--- src/hdl/suid_pkg.sv ---
// Package for the set union / intersection / difference engine.
// Holds sizes, opcode and mode codes and the controller state type.
// No dependencies.
package suid_pkg;

  localparam int SET_CAPACITY = 32;
  localparam int ADDR_W       = (SET_CAPACITY > 1) ? $clog2(SET_CAPACITY) : 1;
  localparam int CNT_W        = $clog2(SET_CAPACITY + 1);
  localparam int ELEM_W       = 16;
  localparam int IDX_W        = 16;
  localparam int CFG_AW       = 3;
  localparam int CFG_DW       = 32;

  localparam logic [1:0] OP_CLEAR = 2'd0;
  localparam logic [1:0] OP_LOAD  = 2'd1;
  localparam logic [1:0] OP_QUERY = 2'd2;

  localparam logic [1:0] MODE_UNION = 2'd0;
  localparam logic [1:0] MODE_INTER = 2'd1;
  localparam logic [1:0] MODE_DIFF  = 2'd2;

  localparam logic [IDX_W-1:0] IDX_SAT = {IDX_W{1'b1}};

  typedef enum logic [1:0] {
    ST_IDLE,
    ST_SCAN,
    ST_EMIT
  } suid_state_t;

  // Whether a queried element enters the result set.
  function automatic logic query_emits(input logic [1:0] mode, input logic found);
    logic res;
    res = 1'b0;
    unique case (mode)
      MODE_INTER: res = found;
      MODE_UNION,
      MODE_DIFF:  res = !found;
      default:    res = 1'b0;
    endcase
    return res;
  endfunction

endpackage

--- src/hdl/suid_ram.sv ---
// Generic single-port-write, single-port-read RAM with registered read data.
// Used for the set A store. Depends on nothing.
module suid_ram #(
  parameter int WIDTH = 16,
  parameter int DEPTH = 32
) (
  input  logic                             clk,
  input  logic                             we,
  input  logic [$clog2(DEPTH > 1 ? DEPTH : 2)-1:0] waddr,
  input  logic [WIDTH-1:0]                 wdata,
  input  logic                             re,
  input  logic [$clog2(DEPTH > 1 ? DEPTH : 2)-1:0] raddr,
  output logic [WIDTH-1:0]                 rdata
);

  logic [WIDTH-1:0] mem [DEPTH];
  logic [WIDTH-1:0] rdata_r;

  always_ff @(posedge clk) begin
    if (we) begin
      mem[waddr] <= wdata;
    end
    if (re) begin
      rdata_r <= mem[raddr];
    end
  end

  assign rdata = rdata_r;

endmodule

--- src/hdl/set_union_intersect_difference.sv ---
// Set union / intersection / difference engine: top level.
// Depends on suid_pkg and suid_ram.
//
// Usage:
//   Input requests (in_valid / in_stall) carry an opcode and an element.
//   Clear empties set A and restarts result numbering; load appends an
//   element to A (emitted as well in union mode); query searches A for an
//   element of B and emits it according to set_mode. Results leave on the
//   out_ channel with member_value, result_index (saturating at 65535) and
//   status, which is 1 for a load dropped because A is full.
//   set_mode is written over the APB-style port at byte address 0, by the
//   user only while the block is idle (not enforced); pready is always high.
// Sequence:
//   Clear and unused opcodes finish when accepted. A load goes on to the emit
//   step when it produces a result. A query reads n entries of A, one per
//   cycle through the store's single read port, n the number read before a
//   match or the end of A (n <= set_a_count <= 32), then goes on to the emit
//   step when it emits. A result appears in the cycle after the emit step.
// Reset: synchronous, clears set_a_count, the result counter and set_mode.
//   The store itself is not cleared; only written entries are ever read.
// Stall: a waiting result sits in the output register; the next request is
//   still accepted, but an item needing the occupied output waits, stalling input.
module set_union_intersect_difference
  import suid_pkg::*;
(
  input  logic              clk,
  input  logic              rst_n,
  // input channel
  input  logic              in_valid,
  output logic              in_stall,
  input  logic [1:0]        in_opcode,
  input  logic [ELEM_W-1:0] in_element_value,
  // result channel
  output logic              out_valid,
  input  logic              out_stall,
  output logic [ELEM_W-1:0] out_member_value,
  output logic [IDX_W-1:0]  out_result_index,
  output logic              out_status,
  // configuration port
  input  logic              psel,
  input  logic              penable,
  input  logic              pwrite,
  input  logic [CFG_AW-1:0] paddr,
  input  logic [CFG_DW-1:0] pwdata,
  output logic [CFG_DW-1:0] prdata,
  output logic              pready
);

  suid_state_t state_r, state_nxt;

  logic [1:0]        mode_r;
  logic [CNT_W-1:0]  count_r, count_nxt;
  logic [IDX_W-1:0]  emitted_r, emitted_nxt;
  logic [ELEM_W-1:0] key_r, key_nxt;
  logic [ADDR_W-1:0] idx_r, idx_nxt;

  logic [ELEM_W-1:0] pend_val_r, pend_val_nxt;
  logic [IDX_W-1:0]  pend_idx_r, pend_idx_nxt;
  logic              pend_st_r, pend_st_nxt;

  logic              out_valid_r, out_valid_nxt;
  logic [ELEM_W-1:0] out_val_r, out_val_nxt;
  logic [IDX_W-1:0]  out_idx_r, out_idx_nxt;
  logic              out_st_r, out_st_nxt;

  logic              ram_we, ram_re;
  logic [ADDR_W-1:0] ram_raddr;
  logic [ELEM_W-1:0] ram_rdata;

  logic acc, full, cfg_wr, out_free;
  logic scan_hit, scan_last, scan_done;

  assign acc       = in_valid && !in_stall;
  assign full      = (count_r == CNT_W'(SET_CAPACITY));
  assign cfg_wr    = psel && penable && pwrite && pready;
  assign out_free  = !out_valid_r || !out_stall;
  assign scan_hit  = (ram_rdata == key_r);
  assign scan_last = (CNT_W'(idx_r) == count_r - CNT_W'(1));
  assign scan_done = scan_hit || scan_last;

  assign in_stall = (state_r != ST_IDLE);
  assign pready   = 1'b1;
  assign prdata   = (paddr[CFG_AW-1] == 1'b0) ? {{(CFG_DW - 2){1'b0}}, mode_r} : '0;

  assign out_valid        = out_valid_r;
  assign out_member_value = out_val_r;
  assign out_result_index = out_idx_r;
  assign out_status       = out_st_r;

  suid_ram #(
    .WIDTH (ELEM_W),
    .DEPTH (SET_CAPACITY)
  ) u_store (
    .clk   (clk),
    .we    (ram_we),
    .waddr (count_r[ADDR_W-1:0]),
    .wdata (in_element_value),
    .re    (ram_re),
    .raddr (ram_raddr),
    .rdata (ram_rdata)
  );

  // next state
  always_comb begin
    state_nxt = state_r;
    unique case (state_r)
      ST_IDLE: begin
        if (acc) begin
          case (in_opcode)
            OP_LOAD: begin
              if (full || mode_r == MODE_UNION) state_nxt = ST_EMIT;
            end
            OP_QUERY: begin
              if (count_r != '0) begin
                state_nxt = ST_SCAN;
              end else if (query_emits(mode_r, 1'b0)) begin
                state_nxt = ST_EMIT;
              end
            end
            default: state_nxt = ST_IDLE;
          endcase
        end
      end
      ST_SCAN: begin
        if (scan_done) begin
          state_nxt = query_emits(mode_r, scan_hit) ? ST_EMIT : ST_IDLE;
        end
      end
      ST_EMIT: begin
        if (out_free) state_nxt = ST_IDLE;
      end
      default: state_nxt = ST_IDLE;
    endcase
  end

  // datapath and memory control
  always_comb begin
    count_nxt    = count_r;
    emitted_nxt  = emitted_r;
    key_nxt      = key_r;
    idx_nxt      = idx_r;
    pend_val_nxt = pend_val_r;
    pend_idx_nxt = pend_idx_r;
    pend_st_nxt  = pend_st_r;
    ram_we       = 1'b0;
    ram_re       = 1'b0;
    ram_raddr    = idx_r + ADDR_W'(1);

    out_valid_nxt = out_valid_r && out_stall;
    out_val_nxt   = out_val_r;
    out_idx_nxt   = out_idx_r;
    out_st_nxt    = out_st_r;

    unique case (state_r)
      ST_IDLE: begin
        if (acc) begin
          case (in_opcode)
            OP_CLEAR: begin
              count_nxt   = '0;
              emitted_nxt = '0;
            end
            OP_LOAD: begin
              pend_val_nxt = in_element_value;
              if (full) begin
                pend_idx_nxt = '0;
                pend_st_nxt  = 1'b1;
              end else begin
                ram_we       = 1'b1;
                count_nxt    = count_r + CNT_W'(1);
                pend_idx_nxt = emitted_r;
                pend_st_nxt  = 1'b0;
                if (mode_r == MODE_UNION && emitted_r != IDX_SAT) begin
                  emitted_nxt = emitted_r + IDX_W'(1);
                end
              end
            end
            OP_QUERY: begin
              key_nxt      = in_element_value;
              pend_val_nxt = in_element_value;
              pend_idx_nxt = emitted_r;
              pend_st_nxt  = 1'b0;
              if (count_r != '0) begin
                // start the walk at entry 0
                ram_re    = 1'b1;
                ram_raddr = '0;
                idx_nxt   = '0;
              end else if (query_emits(mode_r, 1'b0) && emitted_r != IDX_SAT) begin
                emitted_nxt = emitted_r + IDX_W'(1);
              end
            end
            default: ;
          endcase
        end
      end
      ST_SCAN: begin
        if (scan_done) begin
          if (query_emits(mode_r, scan_hit) && emitted_r != IDX_SAT) begin
            emitted_nxt = emitted_r + IDX_W'(1);
          end
        end else begin
          // advance to the next stored entry
          ram_re  = 1'b1;
          idx_nxt = idx_r + ADDR_W'(1);
        end
      end
      ST_EMIT: begin
        if (out_free) begin
          out_valid_nxt = 1'b1;
          out_val_nxt   = pend_val_r;
          out_idx_nxt   = pend_idx_r;
          out_st_nxt    = pend_st_r;
        end
      end
      default: ;
    endcase
  end

  always_ff @(posedge clk) begin
    if (!rst_n) begin
      state_r     <= ST_IDLE;
      mode_r      <= MODE_UNION;
      count_r     <= '0;
      emitted_r   <= '0;
      out_valid_r <= 1'b0;
    end else begin
      state_r     <= state_nxt;
      count_r     <= count_nxt;
      emitted_r   <= emitted_nxt;
      out_valid_r <= out_valid_nxt;
      if (cfg_wr && paddr[CFG_AW-1] == 1'b0) begin
        mode_r <= pwdata[1:0];
      end
    end
  end

  always_ff @(posedge clk) begin
    key_r      <= key_nxt;
    idx_r      <= idx_nxt;
    pend_val_r <= pend_val_nxt;
    pend_idx_r <= pend_idx_nxt;
    pend_st_r  <= pend_st_nxt;
    out_val_r  <= out_val_nxt;
    out_idx_r  <= out_idx_nxt;
    out_st_r   <= out_st_nxt;
  end

  a_no_write_when_full: assert property (@(posedge clk) disable iff (!rst_n)
    ram_we |-> !full)
    else $error("store written while full");

  a_count_bounded: assert property (@(posedge clk) disable iff (!rst_n)
    count_r <= CNT_W'(SET_CAPACITY))
    else $error("set A count beyond capacity");

  a_emit_lands: assert property (@(posedge clk) disable iff (!rst_n)
    (state_r == ST_EMIT && out_free) |=> (out_valid_r && state_r == ST_IDLE))
    else $error("pending result not moved to output");

  a_full_status_index: assert property (@(posedge clk) disable iff (!rst_n)
    (out_valid_r && out_st_r) |-> (out_idx_r == '0))
    else $error("dropped load carries a nonzero index");

endmodule

--- config.mk ---
export PLATFORM = sky130hd
export DESIGN_NAME = set_union_intersect_difference
export DESIGN_NICKNAME = d
export VERILOG_FILES = /design/src/hdl/suid_pkg.sv /design/src/hdl/suid_ram.sv /design/src/hdl/set_union_intersect_difference.sv
export SDC_FILE = /design/constraint.sdc
export NUM_CORES = 1
export LEC_CHECK = 0
export ABC_CLOCK_PERIOD_IN_PS = 11620
export BUFFER_PORTS_ARGS = -buffer_cell sky130_fd_sc_hd__clkbuf_2
export CAP_MARGIN = 25
export CORE_ASPECT_RATIO = 0.7
export CORE_MARGIN = 2
export CORE_UTILIZATION = 35
export CTS_CLUSTER_SIZE = 12
export DETAILED_ROUTE_END_ITERATION = 8
export PLACE_DENSITY_LB_ADDON = 0.12
export SETUP_SLACK_MARGIN = 0.05
export SLEW_MARGIN = 20
export SYNTH_ARGS = -nofsm -noshare
export SYNTH_HDL_FRONTEND = slang
export SYNTH_SLANG_ARGS = --single-unit
--- constraint.sdc ---
create_clock -name clk -period 11.62 [get_ports clk]
set_input_delay 1.743 -clock clk [delete_from_list [all_inputs] [get_ports clk]]
set_output_delay 1.743 -clock clk [all_outputs]
set_load 0.005 [all_outputs]
Word level (Yosys, flattened, before mapping)

Memories as Yosys holds them, arrays and structs flattened. A register that Yosys moved wholly into a read port is not among the register bits.
Cells that the tools add are included.

Muxes and demuxes: 55
$add $sub $neg: 4
Reduce and logical (&&, ||, !) cells: 33
Bitwise operators: 1
Equality and inequality tests: 25

Operator list:

| operator                                                        | count |
|---|---|
| 16-bit 2-to-1 mux                                               | 8 |
| 16-bit one-hot mux with 2 select lines                          | 2 |
| 16-bit one-hot mux with 3 select lines                          | 1 |
| 5-bit 2-to-1 mux                                                | 8 |
| 1-bit 2-to-1 mux                                                | 20 |
| 16-bit by 1-bit adder with 16-bit output, second input constant | 1 |
| 16-bit == test                                                  | 1 |
| 2-bit 2-to-1 mux                                                | 8 |
| 16-bit != test, second input constant                           | 1 |
| 2-bit != test, second input constant                            | 8 |
| 3-bit != test, second input constant                            | 5 |
| 6-bit one-hot mux with 2 select lines                           | 1 |
| 5-bit one-hot mux with 2 select lines                           | 1 |
| 5-bit AND reduction                                             | 2 |
| 3-bit AND reduction                                             | 3 |
| 9-bit AND reduction                                             | 1 |
| 1-bit logical AND                                               | 8 |
| 2-bit nonzero test                                              | 4 |
| 6-bit by 1-bit adder with 6-bit output, second input constant   | 1 |
| 2-bit by 1-bit == test with 1-bit output, second input constant | 3 |
| 2-bit == test, second input constant                            | 3 |
| 5-bit by 6-bit == test with 1-bit output                        | 1 |
| 6-bit == test, second input constant                            | 1 |
| 2-bit zero test                                                 | 3 |
| 15 further kinds                                                | 23 |

Memory bits (writable): 512
Memories: 1
Input bits: 60
Flip-flop bits (word level): 114
Logic and storage cells: 132

Memory list:

| name        | depth | width | rd ports | clocked after Yosys merged registers in | wr ports | RTL line       | RTL |
|---|---|---|---|---|---|---|---|
| u_store.mem | 32    | 16    | 1        | 1                                       | 1        | suid_ram.sv:16 | `logic [WIDTH-1:0] mem [DEPTH];` |

Logic depth before layout (Yosys ltp)

Gate-level depths: netlist of the first run.

Depth after elaboration: 13
Depth in mapped cells: 12

Modules after synthesis

From an unflattened synthesis of the first run, not the netlist that was laid out.

Cell total of the unflattened synthesis: 1559
Area, all modules: 25819.8 µm²

Modules (own cells, without submodules):

| module                         | area each (µm²) | cells each | times used |
|---|---|---|---|
| suid_ram                       | 20694.8         | 1143       | 1 |
| set_union_intersect_difference | 5124.9          | 416        | 1 |

Least setup slack after synthesis of the first run

No wires, ideal clock.

Path type: input -> register
From: input in_opcode[0]
To: register u_store.rdata_r[3] (netlist: u_store.rdata[3]) (read register of u_store.mem) (data pin)
Stages: 11
Data arrival time: 5217 ps
Setup time: 277 ps
Required time: 11343 ps
Setup slack: 6126 ps
Path through: inv_1 -> ha_1 -> nor4bb_1 -> o21a_1 -> buf_2 -> or2_1 -> clkbuf_1 -> buf_1 -> a311oi_1 -> a21oi_1 -> a32oi_1

Longest elaborated chain between the ends: 4
Elaborated cells on any way between the ends: 7
Classes of those cells: eq/ne (1); mux (6)

RTL lines:

| element                                                                          | RTL line                              | RTL |
|---|---|---|
| start: declaration                                                               | set_union_intersect_difference.sv:31  | `input logic [1:0] in_opcode,` |
| 2-bit == test (*)                                                                | set_union_intersect_difference.sv:157 | `case (in_opcode)` |
| 1-bit 2-to-1 mux / 5-bit 2-to-1 mux (equally long branches)                      | set_union_intersect_difference.sv:157 |  |
| 1-bit 2-to-1 mux / 5-bit 2-to-1 mux (equally long branches)                      | set_union_intersect_difference.sv:156 | `if (acc) begin` |
| 1-bit one-hot mux with 2 select lines / 5-bit 2-to-1 mux (equally long branches) | set_union_intersect_difference.sv:154 | `unique case (state_r)` |
| end: declaration                                                                 | suid_ram.sv:17                        | `logic [WIDTH-1:0] rdata_r;` |

Every way passes the cells marked *; elsewhere a longest branch is shown, timed or not.
A chain may end at the register's enable or synchronous reset.

Worst setup path after layout of the first run

From: input in_opcode[0]
To: register u_store.rdata_r[0] (netlist: u_store.rdata[0]) (read register of u_store.mem) (data pin)

The elaborated chain is that of the path after synthesis.

==> qor.yml, run 1 <==
cts_setup_buffers: 0
drt-vias-per-instance: 5.34
routabilityCongestion: 0.761
hold_viol_final: 0
design.die.area_mm2: 0.0755
wl_per_cell_um: 24.9
routed_wirelength_um: 68100
via_count_of_the_first_global_routing_pass: 13900
place.port_buffers: 64
floorplan.die.height_um: 230
inserted_clock_buffers: 66
netlist_instances: 1652
max_cap_violations: 0
synth_top_cell_by_area: "edfxtp_1"
tritoncts: "yes"
setup_slack_ns: 6.86
layout_min_cycle_time_ns: 4.76
cp_max_fanout: 44
antenna-diode-count: 0
grt.total_usage_pct: 18.0
criticalPathCategory: "input pin to flop"
drt-initial-drc-count: 1491
final-setup-viol-count: 0
tritoncts_num_sinks: 642
yosys.cell_count.top_type: "edfxtp_1"
first_pass_iteration_count_of_the_detailed_router: 5
placement.setup.worst_slack_ns: 6.09
gr-total-overflow: 0
holdBufCountCts: 0
clk_pin_slew_worst_paths_ns: 0.06
number_of_enable_flip_flop_cells_after_synthesis: 615
mean_instance_size_in_the_synthesized_netlist_um2: 15.5
core_area_mm2: 0.0720
syn_area_mm2: 0.0256
post_layout_net_count: 1802
setup_repair_after_global_routing_missed_its_margin: "no"
final_cell_count_no_fill: 2735
worstPathArrival_ns: 5.20
synth_cell_types: 63
fmax_mhz: 210
boundaryPins: 128
synth-warning-count: 0
fill_cells: 6606
synth_top_cell_area_share_pct: 72.0
critical_path.endpoint_type: "flop"
chipWidth_um: 328
grt_antenna_before_repair: 6
grt_max_degree: 161
yosys_most_used_dff: "edfxtp_1"
initial_core_utilization_pct: 35.6
ant_nets: 0
synth_commonest_cells: "615 x edfxtp_1, 192 x nand2_1, 108 x nor2_1"
leakagePower_nw: 9.31
fraction_of_layout_cells_with_a_size_suffix_above_1_pct: 15.8
vdd_drop_max_mv: 0.114
via_count: 14600
hpwl_um: 38000
synthToLayoutAreaGrowth_pct: 13.4
number_of_cell_rows: 82
crit_required_ns: 12.06
global_route_wire_length_before_repair_um: 98400
hold_slack_ns: 0.418
drc: 0
clkLatencyLatePin_ns: 0.61
drv_slew: 0
placed_cells_incl_taps: 2626
worst_slew_pin_slew_ns: 1.08
run_status: "complete, no violations"
area.sequential_mm2: 0.0190
cellPowerDensity_mw_per_mm2: 160
cp-start-kind: "input pin"
ctsLongestPathBuffers: 3
yosys_register_bits: 642
multiInputGateArea_mm2: 0.00614
slew-limit-headroom_pct: 28.1
post_cts_resize_count: 0
finalCritPeriodShare_pct: 41.0
finalSetupTns_ns: 0
depth_of_the_cts_h_tree: 3
timing.hold.worst.class: "flop to flop"
post_synth_main_area_contributors: "edfxtp_1 72%, mux4_2 5.6%, nand2_1 2.8%"
clk_root_buffer_cell: "clkbuf_16"
synth-async-reset-ratio_pct: 0
fin_skew_ns: 0.0263
part_of_the_yosys_area_used_for_sequential_elements_pct: 74.1
## path summary, 6_finish.rpt
kind | end | startpoint | slack (ns) | cells past startpoint
worst max-delay path | u_store.rdata[0]$_DFFE_PP_ | in_opcode[0] | 6.86 | 12
worst min-delay path | out_result_index[10]$_DFFE_PP_ | pend_idx_r[10]$_DFFE_PP_ | 0.42 | 0
worst max register to register | u_store.rdata[4]$_DFFE_PP_ | count_r[0]$_SDFFE_PN0P_ | 7.54 | 10
worst min register to register | out_result_index[10]$_DFFE_PP_ | pend_idx_r[10]$_DFFE_PP_ | 0.42 | 0
## registers in the layout (all words and copies together) (netlist names), 2 cells and up
signal / cells
pend_idx_r: 16
idx_r: 5
key_r: 16
u_store.rdata: 16
pend_val_r: 16
state_r: 2
emitted_r: 16
out_member_value: 16
u_store.mem: 512
mode_r: 2
out_result_index: 16
count_r: 6
## cell families (layout without fill, tap and decap cells)
logic type	count (synthesis)	after routing	synth area share (%)
flops	642	642	74.1
other cells	2	31	0.0293
buf+inv	146	234	2.72
fa+ha+maj	10	10	0.488
xor+xnor	32	32	1.09
compound gates	263	263	7.02
mux	70	70	5.86
simple gates	487	487	8.67
## per-stage QoR
step	power [mW]	area [um2]	utilization (%)
5_1_grt	4.81	29100	40.4
2_1_floorplan	2.69	25800	-
3_5_place_dp	2.76	27100	37.6
4_1_cts	4.70	29000	40.2
3_3_place_gp	2.76	27100	37.6
6_report	4.65	29100	40.4
## layer usage
layer  vias to the layer above  part of all wire, %  global-route usage, %
li1                       6506                    -                      -
met5                         -                0.013                      0
met1                      7544                   48                   27.5
met4                         2                  2.1                   4.63
met3                        91                  6.9                   4.06
met2                       459                   43                   25.6
## report_power, final
part | switching, mW | internal, mW | total [mW] | leakage, nW
Sequential | 0.00773 | 2.56 | 2.56 | 5.78
Combinational | 0.111 | 0.0383 | 0.149 | 2.61
Clock | 0.852 | 1.09 | 1.94 | 0.916
## cell type report
type,instances,share of cell area [%]
Sequential cell,642,65.4
Multi-Input combinational cell,893,21.1
Clock buffer,93,6.28
Tap cell,966,4.16
Timing Repair Buffer,117,2.72
Clock inverter,12,0.202
Inverter,12,0.155
## critical path, stage by stage
cell and delay (ns):
clkbuf_2 0.10, inv_1 0.07, ha_1 0.29, nor4bb_4 0.32, buf_4 0.33, o21ai_4 0.26, nand2_2 0.48, buf_4 0.60
nor2_1 0.11, a311oi_1 0.34, a21oi_1 0.28, a32oi_1 0.23
## layout by cell type, fill, tap and decap left out, types with 38 or more instances in the layout
| cell | Yosys | routed |
|---|---|---|
| nor2_1 | 108 | 104 |
| o211ai_1 | 48 | 48 |
| buf_4 | 32 | 48 |
| nand3_1 | 71 | 71 |
| nor3_1 | 38 | 38 |
| nand2_1 | 192 | 191 |
| clkbuf_16 | 0 | 69 |
| clkbuf_2 | 0 | 64 |
| a21oi_1 | 58 | 57 |
| edfxtp_1 | 615 | 615 |
| mux4_2 | 64 | 64 |
(Power assumes the default switching activity.)
==> run 2, diff against run 1 <==
Settings changed: ABC_CLOCK_PERIOD_IN_PS 11620 to 4600.
Clock period 11.62 ns to 4.6 ns, I/O delays scaled along.
==> run 2 against run 1 <==
  * First-iteration DRC count is 18% lower
  * Hold slack worse by 0.066 ns
  * Wire length is 1.5% lower
  * Design area is 0.67% higher
  * Critical path type is now flop to flop
  * Largest cell class unchanged
==> qor.yml, run 2 (synthesis results as in run 1) <==
crit_required_ns: 5.04
fin_area_mm2: 0.0293
cp-start-kind: "flop"
routabilityCongestion: 0.767
timing.hold.worst.start: "pwdata[0]"
tritoncts_num_sinks: 642
setup_slack_ns: 0.729
fin_skew_ns: 0.0151
hpwl_um: 38600
hold_viol_final: 0
global_route_wire_length_before_repair_um: 98800
post_layout_net_count: 1818
cp_slowest_cell: "nor2_2"
run_status: "complete, no violations"
chipWidth_um: 328
slew-limit-headroom_pct: 27.9
design.die.area_mm2: 0.0755
fmax_mhz: 258
synthToLayoutAreaGrowth_pct: 14.2
hold_slack_ns: 0.352
worstPathArrival_ns: 4.31
criticalPathCategory: "flop to flop"
cpPeakStageDelay_ns: 0.90
core_area_mm2: 0.0720
placement.setup.worst_slack_ns: 0.750
ctsLongestPathBuffers: 3
leakagePower_nw: 9.43
drc: 0
fraction_of_layout_cells_with_a_size_suffix_above_1_pct: 16.5
via_count: 14500
clkLatencyLatePin_ns: 0.60
gr-total-overflow: 0
wl_per_cell_um: 24.4
cellPowerDensity_mw_per_mm2: 403
drv_slew: 0
post_dp_cell_area_mm2: 0.0273
critical_path.endpoint_type: "flop"
boundaryPins: 128
inserted_clock_buffers: 66
routed_wirelength_um: 67100
worst_r2r_path_depth: 10
finalSetupTns_ns: 0
finalCritPeriodShare_pct: 84.1
ant_nets: 0
layout_common_cells: "615 x edfxtp_1, 191 x nand2_1, 104 x nor2_1"
depth_of_the_cts_h_tree: 3
final-setup-viol-count: 0
max_cap_violations: 0
timing.hold.worst.class: "input pin to flop"
critical_path.top_delay_family: "simple AND/OR/NAND/NOR gates"
worst-r2r-setup-slack_ns: 0.73
min_to: "mode_r[0]$_SDFFE_PN0P_"
via_count_of_the_first_global_routing_pass: 14400
setup_repair_after_global_routing_missed_its_margin: "no"
first_pass_iteration_count_of_the_detailed_router: 5
grt_antenna_before_repair: 5
crit-reg2reg-launch: "count_r[0]$_SDFFE_PN0P_"
number_of_cell_rows: 82
combined_buffer_and_inverter_count_along_the_critical_path: 2
layout_min_cycle_time_ns: 3.87
regToRegEndpoint: "u_store.rdata[4]$_DFFE_PP_"
largest-register: "u_store.mem"
clk_pin_slew_worst_paths_ns: 0.06
most_common_cell_after_layout_fill_and_taps_aside: "edfxtp_1"
fill_cells: 6618
place.port_buffers: 64
worst_slew_pin_slew_ns: 1.08
cp_max_fanout: 16
initial_core_utilization_pct: 35.6
tritoncts: "yes"
clk_root_buffer_cell: "clkbuf_16"
max_reg_flops: 512
grt.total_usage_pct: 18.0
timing.hold.worst_path_depth: 3
crit_chain: "inv_1 -> ha_1 -> or4b_4 -> o21a_1 -> nor2_2 -> buf_4 -> a22oi_1 -> o22ai_1 -> o211ai_1 -> a32oi_1"
holdBufCountCts: 0
cts_setup_buffers: 0
drt-vias-per-instance: 5.27
drt-initial-drc-count: 1228
floorplan.die.height_um: 230
post_cts_resize_count: 0
grt_max_degree: 130
vdd_drop_max_mv: 0.276
==> run 2: cell types whose count changed in the layout (fill, tap and decap cells not counted), sizes merged <==
cell,before,now
buf,53,69
clkbuf,157,159
clkinv,11,7
diode,0,2
inv,13,14
==> run 2: power by group <==
group          internal [mW]  switching [mW]
clock                   2.80            2.14
combinational         0.0991           0.279
sequential              6.46          0.0202
total                   9.35            2.44
==> run 2: how the worst max path moves through the flow <==
| stage | start | end | slack (ns) | depth (start not counted) |
|---|---|---|---|---|
| 2_1_floorplan | in_opcode[0] | u_store.rdata[3]$_DFFE_PP_ | 0.16 | 11 |
| 3_3_place_gp | count_r[0]$_SDFFE_PN0P_ | u_store.rdata[0]$_DFFE_PP_ | 0.79 | 10 |
| 3_5_place_dp | count_r[0]$_SDFFE_PN0P_ | u_store.rdata[0]$_DFFE_PP_ | 0.75 | 10 |
| 4_1_cts | count_r[0]$_SDFFE_PN0P_ | u_store.rdata[0]$_DFFE_PP_ | 0.72 | 10 |
| 5_1_grt | count_r[0]$_SDFFE_PN0P_ | u_store.rdata[6]$_DFFE_PP_ | 0.47 | 10 |
| 6_report | count_r[0]$_SDFFE_PN0P_ | u_store.rdata[4]$_DFFE_PP_ | 0.73 | 10 |
==> run 2: per-layer routing <==
metal | vias up | track usage (%) | share of wire, %
met4 | 2 | 4.77 | 2.0
li1 | 6543 | - | -
met5 | - | 0 | 0.012
met1 | 7422 | 27.5 | 48
met3 | 92 | 4.24 | 7.2
met2 | 446 | 25.4 | 42
==> run 2: layout make-up <==
| class | instances | area (um2) | share of cell area (%) |
|---|---|---|---|
| Inverter | 12 | 45.0 | 0.154 |
| Sequential cell | 642 | 19000 | 64.9 |
| Antenna cell | 2 | 5.00 | 0.0171 |
| Multi-Input combinational cell | 893 | 6130 | 20.9 |
| Tap cell | 966 | 1210 | 4.13 |
| Clock inverter | 9 | 45.0 | 0.154 |
| Timing Repair Buffer | 133 | 966 | 3.30 |
| Clock buffer | 95 | 1870 | 6.37 |
==> run 2: stage by stage <==
step	power [mW]	instances	util, %
after global placement	6.97	2644	37.9
after global routing	12.2	2750	40.6
after detailed placement	6.98	2644	37.9
final	11.8	2752	40.6
after CTS	11.9	2748	40.6
after floorplan	6.78	1681	-
==> run 2: worst reg2reg max path: stages, from the launching register on <==
cell,delay (ns)
dfxtp_1,0.41
inv_1,0.15
ha_1,0.25
or4b_4,0.52
o21a_1,0.37
nor2_2,0.91
buf_4,0.36
a22oi_1,0.09
o22ai_1,0.19
o211ai_1,0.23
a32oi_1,0.22
==> run 3, diff against run 2 <==
Settings changed: ABC_CLOCK_PERIOD_IN_PS 4600 to 3900.
Clock period 4.6 ns to 3.9 ns, I/O delays scaled along.
==> run 3 against run 2 <==
  * Clock-buffer cell count fell by 10
  * Clock power rose by 18%
  * Sequential power rose by 18%
  * Combinational power rose by 17%
  * Fmax rose by 9.3%
  * Non-clock buffer count rose by 10
  * Flip-flop and latch count did not move
  * Utilization rose by 0.13 points
  * Die area did not move
  * Design area rose by 0.33%
  * First-iteration DRC count rose by 9.0%
  * Highest routed layer is now met4
==> qor.yml, run 3 (synthesis results as in run 1) <==
finalCritPeriodShare_pct: 90.8
boundaryPins: 128
tritoncts_num_sinks: 642
power_frac_comb_pct: 3.2
critical_path.endpoint_type: "flop"
depth_of_the_cts_h_tree: 3
crit_required_ns: 4.35
final_core_util_pct: 40.8
crit-reg2reg-launch: "count_r[1]$_SDFFE_PN0P_"
wl_per_cell_um: 24.3
hold_viol_final: 0
synthToLayoutAreaGrowth_pct: 14.5
fin_area_mm2: 0.0294
fraction_of_layout_cells_with_a_size_suffix_above_1_pct: 17.4
drt-initial-drc-count: 1339
floorplan.die.height_um: 230
finalSetupTns_ns: 0
cpPeakStageDelay_ns: 0.72
placement.setup.worst_slack_ns: 0.317
holdBufCountCts: 0
post_dp_cell_area_mm2: 0.0274
clk_pin_slew_worst_paths_ns: 0.06
leakagePower_nw: 9.49
combined_buffer_and_inverter_count_along_the_critical_path: 2
setup_slack_ns: 0.357
slew-limit-headroom_pct: 30.9
grt.total_usage_pct: 17.7
grt_antenna_before_repair: 2
via_count: 14600
cellPowerDensity_mw_per_mm2: 475
layout_common_cells: "615 x edfxtp_1, 191 x nand2_1, 104 x nor2_1"
max_cap_violations: 0
clockPowerShare_pct: 42.0
cp_slowest_cell: "nor2_2"
criticalPathCategory: "flop to flop"
post_cts_resize_count: 0
cp_max_fanout: 17
gr-total-overflow: 0
grt_max_degree: 130
hpwl_um: 40000
critical_path.top_delay_family: "simple AND/OR/NAND/NOR gates"
first_pass_iteration_count_of_the_detailed_router: 5
chipWidth_um: 328
tritoncts: "yes"
ctsLongestPathBuffers: 3
inserted_clock_buffers: 67
worstPathArrival_ns: 3.99
cp-start-kind: "flop"
timing.hold.worst.class: "input pin to flop"
power.share.sequential_pct: 54.8
largest-register: "u_store.mem"
routed_wirelength_um: 67300
layout_min_cycle_time_ns: 3.54
critPathLaunch: "count_r[1]$_SDFFE_PN0P_"
core_area_mm2: 0.0720
initial_core_utilization_pct: 35.6
swShare_pct: 21.1
place.port_buffers: 64
hold_slack_ns: 0.253
power_switching_mw: 2.94
number_of_cell_rows: 82
timing.hold.worst.start: "pwdata[0]"
drt-vias-per-instance: 5.28
internal_power_mw: 11.0
via_count_of_the_first_global_routing_pass: 14300
max_reg_flops: 512
run_status: "complete, no violations"
worst_slew_pin_slew_ns: 1.04
setup_repair_after_global_routing_missed_its_margin: "no"
crit_chain: "inv_1 -> ha_1 -> or4b_4 -> o21a_1 -> nor2_2 -> buf_4 -> a22oi_1 -> o22ai_1 -> o211ai_1 -> a32oi_1"
ant_nets: 0
final-setup-viol-count: 0
drv_slew: 0
clk_root_buffer_cell: "clkbuf_16"
post_layout_net_count: 1829
global_route_wire_length_before_repair_um: 98200
drc: 0
fmax_mhz: 282
design.die.area_mm2: 0.0755
vdd_drop_max_mv: 0.252
cts_setup_buffers: 0
most_common_cell_after_layout_fill_and_taps_aside: "edfxtp_1"
fin_skew_ns: 0.0220
routabilityCongestion: 0.762
clkLatencyLatePin_ns: 0.61
[run 3: cell types whose count changed in the layout (fill, tap and decap cells not counted), sizes merged]
cell,delta
diode,-1
clkbuf,-10
clkinv,+6
buf,+10
clkinvlp,+2
inv,+3
bufinv,+1
[run 3: worst min-delay path: stages]
cell and delay, ns:
clkbuf_2 0.08, mux2i_1 0.05, nor2b_1 0.09
[run 3: cell type report]
| cell class | instances | area (um2) |
|---|---|---|
| well taps | 966 | 1210 |
| repair buffers | 143 | 1050 |
| inverters | 12 | 45.0 |
| clock inverters | 21 | 155 |
| clock buffers | 85 | 1770 |
| flip-flops and latches | 642 | 19000 |
| diodes | 1 | 2.50 |
| multi-input cells | 893 | 6130 |
| fillers | 6575 | 42700 |
[run 3: final timing paths]
check / depth (start not counted) / to / slack (ns)
setup / recovery: 10 / u_store.rdata[6]$_DFFE_PP_ / 0.36
hold / removal: 3 / mode_r[0]$_SDFFE_PN0P_ / 0.25
setup reg to reg: 10 / u_store.rdata[6]$_DFFE_PP_ / 0.36
hold reg to reg: 0 / out_result_index[12]$_DFFE_PP_ / 0.42
[run 3: layer usage]
metal	up-vias	routed length [um]	track usage, %
met5	-	0	0
met1	7515	34000	28.0
met3	81	3410	2.66
met4	0	1230	4.24
met2	426	28600	25.4
li1	6576	-	-
[run 3: per-stage QoR]
step | total power, mW | instances
after floorplan | 8.00 | 1681
after global placement | 8.22 | 2654
after detailed placement | 8.24 | 2655
after CTS | 14.1 | 2761
after global routing | 14.4 | 2762
final | 13.9 | 2763
[run 3: power by group through the flow]
stage / combinational (mW) / sequential [mW] / clock, mW
2_1_floorplan: 0.221 / 7.78 / 0
3_3_place_gp: 0.435 / 7.79 / 0
3_5_place_dp: 0.449 / 7.79 / 0
4_1_cts: 0.449 / 7.64 / 6.00
5_1_grt: 0.487 / 7.64 / 6.26
6_report: 0.443 / 7.64 / 5.85
